===== src/hw/rtl/ie13v_pkg.sv =====
// ============================================================================
// ie13v_pkg
// Shared types, character codes and small modular helpers for the
// ISBN / EAN-13 check digit validator.
// ============================================================================
package ie13v_pkg;

    // Field widths
    localparam int CHAR_W       = 8;
    localparam int DIGITS       = 13;
    localparam int BCD_W        = 4 * DIGITS;
    localparam int OUT_TDATA_W  = ((BCD_W + 7) / 8) * 8;
    localparam int STATUS_W     = 2;

    // Character codes
    localparam logic [CHAR_W-1:0] CH_ZERO   = 8'h30;
    localparam logic [CHAR_W-1:0] CH_NINE   = 8'h39;
    localparam logic [CHAR_W-1:0] CH_HYPHEN = 8'h2D;
    localparam logic [CHAR_W-1:0] CH_SPACE  = 8'h20;
    localparam logic [CHAR_W-1:0] CH_X_UP   = 8'h58;
    localparam logic [CHAR_W-1:0] CH_X_LOW  = 8'h78;

    // Bookland prefix "978" as BCD, and its EAN sum (9 + 7*3 + 8) mod 10
    localparam logic [11:0] PREFIX_978_BCD = 12'h978;
    localparam logic [3:0]  PREFIX_SUM     = 4'd8;

    // Result status codes
    typedef enum logic [STATUS_W-1:0] {
        ST_EAN13     = 2'd0,
        ST_ISBN10    = 2'd1,
        ST_COMPLETED = 2'd2,
        ST_INVALID   = 2'd3
    } status_t;

    // x mod 10 for x <= 36, by reciprocal multiply (205/2048)
    function automatic logic [3:0] mod10_u6(input logic [5:0] x);
        logic [13:0] p;
        logic [2:0]  q;
        logic [5:0]  r;
        p = 14'(x) * 14'd205;
        q = p[13:11];
        r = x - 6'(q) * 6'd10;
        return r[3:0];
    endfunction

    // x mod 11 for x <= 100, by reciprocal multiply (187/2048)
    function automatic logic [3:0] mod11_u7(input logic [6:0] x);
        logic [14:0] p;
        logic [3:0]  q;
        logic [6:0]  r;
        p = 15'(x) * 15'd187;
        q = p[14:11];
        r = x - 7'(q) * 7'd11;
        return r[3:0];
    endfunction

    // (10 - s) mod 10 for s in 0..9
    function automatic logic [3:0] check10(input logic [3:0] s);
        return (s == 4'd0) ? 4'd0 : 4'd10 - s;
    endfunction

    // (11 - s) mod 11 for s in 0..10
    function automatic logic [3:0] check11(input logic [3:0] s);
        return (s == 4'd0) ? 4'd0 : 4'd11 - s;
    endfunction

endpackage


===== src/hw/rtl/isbn_ean13_validator.sv =====
// ============================================================================
// isbn_ean13_validator
// Streams identifier characters in, gives an EAN-13 status and BCD digits.
// ============================================================================
// One character is taken per cycle with no gaps unless the input side stalls.
// Each character passes once through an input register and the short decode
// and sum-update logic behind it, so a new one can follow in every cycle
// unless stalled. The character marked tlast moves from the input register
// into the result register, which raises m_tvalid. Other characters give no
// result. Hyphens and spaces are skipped; X or x is taken as the tenth
// ISBN-10 digit only. The status on m_tuser is 0 for a valid EAN-13, 1 for an
// ISBN-10 converted to 978-EAN, 2 for twelve digits completed with a check
// digit, 3 for invalid (digits then read as zero). The input side keeps
// accepting while a result waits on m_tready. It stalls only when a second
// last character would need the occupied output register.
module isbn_ean13_validator (
    input  logic                               clk,
    input  logic                               rst_n,
    // slave side: tdata = char_code[7:0]; tlast = is_last
    input  logic                               s_tvalid,
    output logic                               s_tready,
    input  logic [ie13v_pkg::CHAR_W-1:0]       s_tdata,
    input  logic                               s_tlast,
    // master side: tdata = ean_digits_bcd[51:0], zero fill [55:52]
    output logic                               m_tvalid,
    input  logic                               m_tready,
    output logic [ie13v_pkg::OUT_TDATA_W-1:0]  m_tdata,
    // master side: tuser = status[1:0]
    output logic [ie13v_pkg::STATUS_W-1:0]     m_tuser
);
    import ie13v_pkg::*;

    // Input register
    logic               in_valid_reg;
    logic [CHAR_W-1:0]  char_reg;
    logic               last_reg;

    // Running state
    logic [BCD_W-1:0]   store_reg,     store_next;
    logic [3:0]         count_reg,     count_next;
    logic               too_many_reg,  too_many_next;
    logic               bad_char_reg,  bad_char_next;
    logic [3:0]         ean_sum_reg,   ean_sum_next;
    logic [3:0]         isbn_sum_reg,  isbn_sum_next;
    logic [3:0]         pre_sum_reg,   pre_sum_next;
    logic               tenth_x_reg,   tenth_x_next;

    // Result register
    logic               out_valid_reg;
    logic [BCD_W-1:0]   bcd_reg,       bcd_next;
    status_t            status_reg,    status_next;

    logic out_free;
    logic advance;
    logic in_xfer;

    // Handshake: the stage moves unless it holds a last char and the
    // output register is still occupied
    assign out_free = !out_valid_reg || m_tready;
    assign advance  = in_valid_reg && (!last_reg || out_free);
    assign s_tready = !in_valid_reg || advance;
    assign in_xfer  = s_tvalid && s_tready;

    // Input register
    always_ff @(posedge clk or negedge rst_n)
    begin
        if (!rst_n)
        begin
            in_valid_reg <= 1'b0;
        end
        else if (s_tready)
        begin
            in_valid_reg <= s_tvalid;
        end
    end

    always_ff @(posedge clk)
    begin
        if (in_xfer)
        begin
            char_reg <= s_tdata;
            last_reg <= s_tlast;
        end
    end

    // Character decode and running sum update
    logic       is_digit;
    logic       is_sep;
    logic       is_x;
    logic [3:0] dig;
    logic [3:0] isbn_w;
    logic [5:0] ean_acc;
    logic [6:0] isbn_acc;
    logic [5:0] pre_acc;

    always_comb
    begin
        is_digit = (char_reg >= CH_ZERO) && (char_reg <= CH_NINE);
        is_sep   = (char_reg == CH_HYPHEN) || (char_reg == CH_SPACE);
        is_x     = (char_reg == CH_X_UP) || (char_reg == CH_X_LOW);
        dig      = char_reg[3:0];
        isbn_w   = 4'd10 - count_reg;

        ean_acc  = 6'(ean_sum_reg) + (count_reg[0] ? 6'(dig) * 6'd3 : 6'(dig));
        pre_acc  = 6'(pre_sum_reg) + (count_reg[0] ? 6'(dig) : 6'(dig) * 6'd3);
        isbn_acc = 7'(isbn_sum_reg) + 7'(dig) * 7'(isbn_w);

        store_next    = store_reg;
        count_next    = count_reg;
        too_many_next = too_many_reg;
        bad_char_next = bad_char_reg;
        ean_sum_next  = ean_sum_reg;
        isbn_sum_next = isbn_sum_reg;
        pre_sum_next  = pre_sum_reg;
        tenth_x_next  = tenth_x_reg;

        if (is_digit)
        begin
            if (count_reg >= 4'd13)
            begin
                too_many_next = 1'b1;
            end
            else
            begin
                if (count_reg < 4'd12)
                begin
                    ean_sum_next = mod10_u6(ean_acc);
                end
                if (count_reg < 4'd9)
                begin
                    isbn_sum_next = mod11_u7(isbn_acc);
                    pre_sum_next  = mod10_u6(pre_acc);
                end
                store_next = {store_reg[BCD_W-5:0], dig};
                count_next = count_reg + 4'd1;
            end
        end
        else if (is_sep)
        begin
            // separator: skipped
        end
        else if (is_x && count_reg == 4'd9 && !tenth_x_reg)
        begin
            tenth_x_next = 1'b1;
            store_next   = {store_reg[BCD_W-5:0], 4'd0};
            count_next   = 4'd10;
        end
        else
        begin
            bad_char_next = 1'b1;
        end
    end

    // Final verdict from the updated state
    logic [3:0] ean_chk;
    logic [3:0] isbn_chk;
    logic [3:0] pre_chk;

    always_comb
    begin
        ean_chk     = check10(ean_sum_next);
        isbn_chk    = check11(isbn_sum_next);
        pre_chk     = check10(pre_sum_next);
        status_next = ST_INVALID;
        bcd_next    = '0;

        if (!bad_char_next && !too_many_next)
        begin
            if (count_next == 4'd13 && !tenth_x_next)
            begin
                if (store_next[3:0] == ean_chk)
                begin
                    status_next = ST_EAN13;
                    bcd_next    = store_next;
                end
            end
            else if (count_next == 4'd12 && !tenth_x_next)
            begin
                status_next = ST_COMPLETED;
                bcd_next    = {store_next[BCD_W-5:0], ean_chk};
            end
            else if (count_next == 4'd10)
            begin
                if (tenth_x_next ? (isbn_chk == 4'd10) : (store_next[3:0] == isbn_chk))
                begin
                    status_next = ST_ISBN10;
                    bcd_next    = {PREFIX_978_BCD, store_next[39:4], pre_chk};
                end
            end
        end
    end

    // Running state registers: cleared after each last character
    always_ff @(posedge clk or negedge rst_n)
    begin
        if (!rst_n)
        begin
            store_reg    <= '0;
            count_reg    <= '0;
            too_many_reg <= 1'b0;
            bad_char_reg <= 1'b0;
            ean_sum_reg  <= '0;
            isbn_sum_reg <= '0;
            pre_sum_reg  <= PREFIX_SUM;
            tenth_x_reg  <= 1'b0;
        end
        else if (advance)
        begin
            if (last_reg)
            begin
                store_reg    <= '0;
                count_reg    <= '0;
                too_many_reg <= 1'b0;
                bad_char_reg <= 1'b0;
                ean_sum_reg  <= '0;
                isbn_sum_reg <= '0;
                pre_sum_reg  <= PREFIX_SUM;
                tenth_x_reg  <= 1'b0;
            end
            else
            begin
                store_reg    <= store_next;
                count_reg    <= count_next;
                too_many_reg <= too_many_next;
                bad_char_reg <= bad_char_next;
                ean_sum_reg  <= ean_sum_next;
                isbn_sum_reg <= isbn_sum_next;
                pre_sum_reg  <= pre_sum_next;
                tenth_x_reg  <= tenth_x_next;
            end
        end
    end

    // Result register
    always_ff @(posedge clk or negedge rst_n)
    begin
        if (!rst_n)
        begin
            out_valid_reg <= 1'b0;
        end
        else if (advance && last_reg)
        begin
            out_valid_reg <= 1'b1;
        end
        else if (m_tready)
        begin
            out_valid_reg <= 1'b0;
        end
    end

    always_ff @(posedge clk)
    begin
        if (advance && last_reg)
        begin
            bcd_reg    <= bcd_next;
            status_reg <= status_next;
        end
    end

    assign m_tvalid = out_valid_reg;
    assign m_tdata  = OUT_TDATA_W'(bcd_reg);
    assign m_tuser  = status_reg;

endmodule


===== config.mk =====
export PLATFORM = sky130hd
export DESIGN_NAME = isbn_ean13_validator
export DESIGN_NICKNAME = d
export VERILOG_FILES = /design/src/hw/rtl/ie13v_pkg.sv /design/src/hw/rtl/isbn_ean13_validator.sv
export SDC_FILE = /design/constraint.sdc
export NUM_CORES = 1
export LEC_CHECK = 0
export ABC_AREA = 1
export BUFFER_PORTS_ARGS = -buffer_cell sky130_fd_sc_hd__buf_2
export CAP_MARGIN = 10
export CORE_ASPECT_RATIO = 1.1
export CORE_UTILIZATION = 55
export CTS_BUF_LIST = sky130_fd_sc_hd__clkbuf_16
export CTS_CLUSTER_SIZE = 40
export DETAILED_ROUTE_END_ITERATION = 12
export GPL_TIMING_DRIVEN = 0
export PLACE_DENSITY = 0.7
export SLEW_MARGIN = 20
export SYNTH_ARGS = -nofsm -noshare
export SYNTH_HDL_FRONTEND = slang
export SYNTH_SLANG_ARGS = --single-unit

===== constraint.sdc =====
create_clock -name clk -period 25.2 [get_ports clk]
set_input_delay 1.26 -clock clk [delete_from_list [all_inputs] [get_ports clk]]
set_output_delay 1.26 -clock clk [all_outputs]
set_load 0.01 [all_outputs]

==> impl_metrics.py <==
metrics = {
    "outcome": {
        "outcome": "complete, no violations",
    },
    "worst_hold_path": {
        "holdPathStages": 2,
        "min-delay-path-class": "flip-flop to flip-flop",
    },
    "floorplan": {
        "initial_utilization_pct": 56.3,
        "chipWidth_um": 140,
        "core_area_mm2": 0.0206,
        "floorplan.die_area_mm2": 0.0216,
        "io-pin-count": 73,
        "placementRows": 55,
        "chipHeight_um": 154,
    },
    "cts": {
        "postCtsHoldBufs": 0,
        "clkTransAtPathRegs_ns": 0.06,
        "numCtsBuffers": 17,
        "clockBufferDepth": 2,
        "clock_sink_count": 136,
        "number_of_gates_resized_after_cts": 0,
        "cts.repair_timing.setup_buffer_count": 0,
        "cts_tree": "done",
        "clock_insertion_delay_at_the_later_pin_of_the_skew_report_ns": 0.43,
        "clock_tree.htree_level_count": 4,
        "clockRootBuffer": "sky130_fd_sc_hd__clkbuf_16",
    },
    "final_layout": {
        "nets": 1725,
        "diodes": 0,
        "drive_above_1_share_pct": 11.8,
        "flow.area_growth_from_synthesis_pct": 11.0,
    },
    "synthesis": {
        "synth_enable_flop_cells": 63,
        "leading_cell_types_by_total_area_after_synthesis": "sky130_fd_sc_hd__edfxtp_1 16%, sky130_fd_sc_hd__dfrtp_1 16%, sky130_fd_sc_hd__ha_1 13%",
        "synth_cell_type_count": 53,
        "synthDominantCellAreaShare_pct": 16.3,
        "syn-cell-area_mm2": 0.0116,
        "post_synth_most_frequent_cells": "329 x sky130_fd_sc_hd__nand2_1, 278 x sky130_fd_sc_hd__inv_1, 121 x sky130_fd_sc_hd__ha_1",
        "synth_most_common_cell": "sky130_fd_sc_hd__nand2_1",
        "synth.yosys.seq_area_share_pct": 32.1,
        "ys_seq_elements": 136,
        "synth.yosys.warnings": 0,
        "synth-main-ff-cell": "sky130_fd_sc_hd__dfrtp_1",
        "synthDominantAreaCellType": "sky130_fd_sc_hd__edfxtp_1",
        "synth.avg_cell_area_um2": 7.93,
        "gate_count_post_synth": 1460,
        "async_reset_ff_share_pct": 53.7,
    },
    "routing": {
        "post_drt_antenna_nets": 0,
        "drcViolationCount": 0,
        "dr_total_vias": 9766,
        "drt_first_iter_violations": 641,
        "drtPass1Iterations": 5,
        "drt-wirelength-per-cell_um": 14.6,
        "detail_route.vias_per_cell": 5.37,
        "totalWireLength_um": 26600,
    },
    "global_routing": {
        "track_usage_pct": 26.2,
        "global_route.overflow_total": 0,
        "grt_first_pass_wirelength_um": 45100,
        "grt_pass1_vias": 9613,
        "number_of_antenna_violations_at_the_first_check_in_global_routing": 0,
        "grt_start_max_net_pins": 57,
    },
    "place": {
        "dp_slack_ns": 14.02,
        "portBuffers": 68,
        "hpwl_after_detailed_placement_um": 20700,
        "routability_congestion_estimate": 0.886,
    },
    "timing": {
        "final.period_utilization_pct": 44.4,
        "timing.clock.skew_ns": 0.0118,
        "final.setup.worst_slack_ns": 14.00,
        "final-max-slew-violation-count": 0,
        "hold_violations": 0,
        "grt_setup_unrepaired": "no",
        "max_clock_freq_mhz": 89.3,
        "finalSetupTns_ns": 0,
        "finalWorstPathRequiredPeriod_ns": 11.20,
        "worst_pin_slew_ns": 0.779,
        "max-slew-margin-rel_pct": 47.9,
        "report.final.setup_viol": 0,
    },
    "job": {
        "timing.max_cap.violations": 0,
    },
    "worst_setup_path": {
        "worstPathRequired_ns": 25.47,
        "cp_max_fo": 10,
        "critical_path.most_common_cell": "sky130_fd_sc_hd__nand2_1",
        "worst_case_reg_to_reg_path_depth": 55,
        "cpPeakStageDelay_ns": 0.52,
        "worst-setup-path-type": "flip-flop to flip-flop",
        "slowest_stage": "sky130_fd_sc_hd__fa_1",
        "timing.critical_path.arrival_ns": 11.46,
        "end_kind": "flip-flop",
        "worst_setup_path_start_kind": "flip-flop",
    },
}
## area by class of cell
class,instances,area (um2)
fillers,1825,7730
well taps,256,320
flip-flops and latches,136,3720
clock buffers,17,425
multi-input cells,983,6530
inverters,292,1100
repair buffers,69,370
plain buffers,52,245
clock inverters,15,145
## logic make-up (layout without fill, tap and decap cells)
group,Yosys count,count (layout),share of synthesized area (%)
adders and majority gates,161,161,20.0
other,1,4,0.0324
xor gates and xnor gates,30,30,2.33
AOI/OAI and AO/OA,251,251,13.6
and+or+nand+nor,537,537,20.3
DFF,136,136,32.1
buffers and inverters,344,445,11.6
## path summary, 6_finish.rpt
check | from | to | slack (ns)
setup / recovery | count_reg[0] | bcd_reg[39] | 14.00
hold / removal | ean_sum_reg[0] | ean_sum_reg[0] | 0.52
setup reg to reg | count_reg[0] | bcd_reg[39] | 14.00
hold reg to reg | ean_sum_reg[0] | ean_sum_reg[0] | 0.52
max in group asynchronous | rst_n | pre_sum_reg[3] | 23.78
min in group asynchronous | rst_n | in_valid_reg | 0.77
## layer usage
layer  part of all wire [%]  GRT usage, %  up-vias
met4                    2.0          9.00        0
met5                      0             0        -
met3                    4.4          3.92       43
met2                     48          45.1      241
li1                       -             -     4902
met1                     45          33.6     4580
## per-stage QoR
step	hold WS (ns)	util, %	instances	area (um2)
finish	0.518	62.5	1820	12800
global route	0.555	62.5	1820	12800
CTS	0.524	62.5	1820	12800
detailed placement	0.509	59.7	1788	12300
global placement	0.500	59.5	1787	12200
floorplan	0.469	-	1463	11600
## worst max-delay path: cells and delay by family (launching register included)
kind / cells / cell delay [ns]
compound gates: 6 / 0.96
buf+inv: 12 / 1.47
simple gates: 22 / 2.33
flops: 1 / 0.40
fa+ha+maj: 13 / 5.26
xor+xnor: 2 / 0.61
## layout by cell type, fill, tap and decap left out, drive strengths merged, types with 2 or more instances in the layout
| cell type | count |
|---|---|
| a211oi | 7 |
| a21o | 4 |
| a21oi | 77 |
| a31oi | 3 |
| buf | 89 |
| clkbuf | 49 |
| clkinv | 6 |
| clkinvlp | 3 |
| conb | 4 |
| dfrtp | 72 |
| edfxtp | 63 |
| fa | 40 |
| ha | 121 |
| inv | 297 |
| nand2 | 345 |
| nand3 | 78 |
| nand3b | 5 |
| nand4 | 11 |
| nor2 | 76 |
| nor3 | 7 |
| nor4 | 2 |
| o211ai | 7 |
| o21a | 44 |
| o21ai | 38 |
| o21bai | 6 |
| o22ai | 63 |
| or2 | 12 |
| xnor2 | 15 |
| xor2 | 15 |
Power is left out: the tool's default activity adds up to more than one toggle a clock period on the data nets, which glitch-free logic cannot reach.
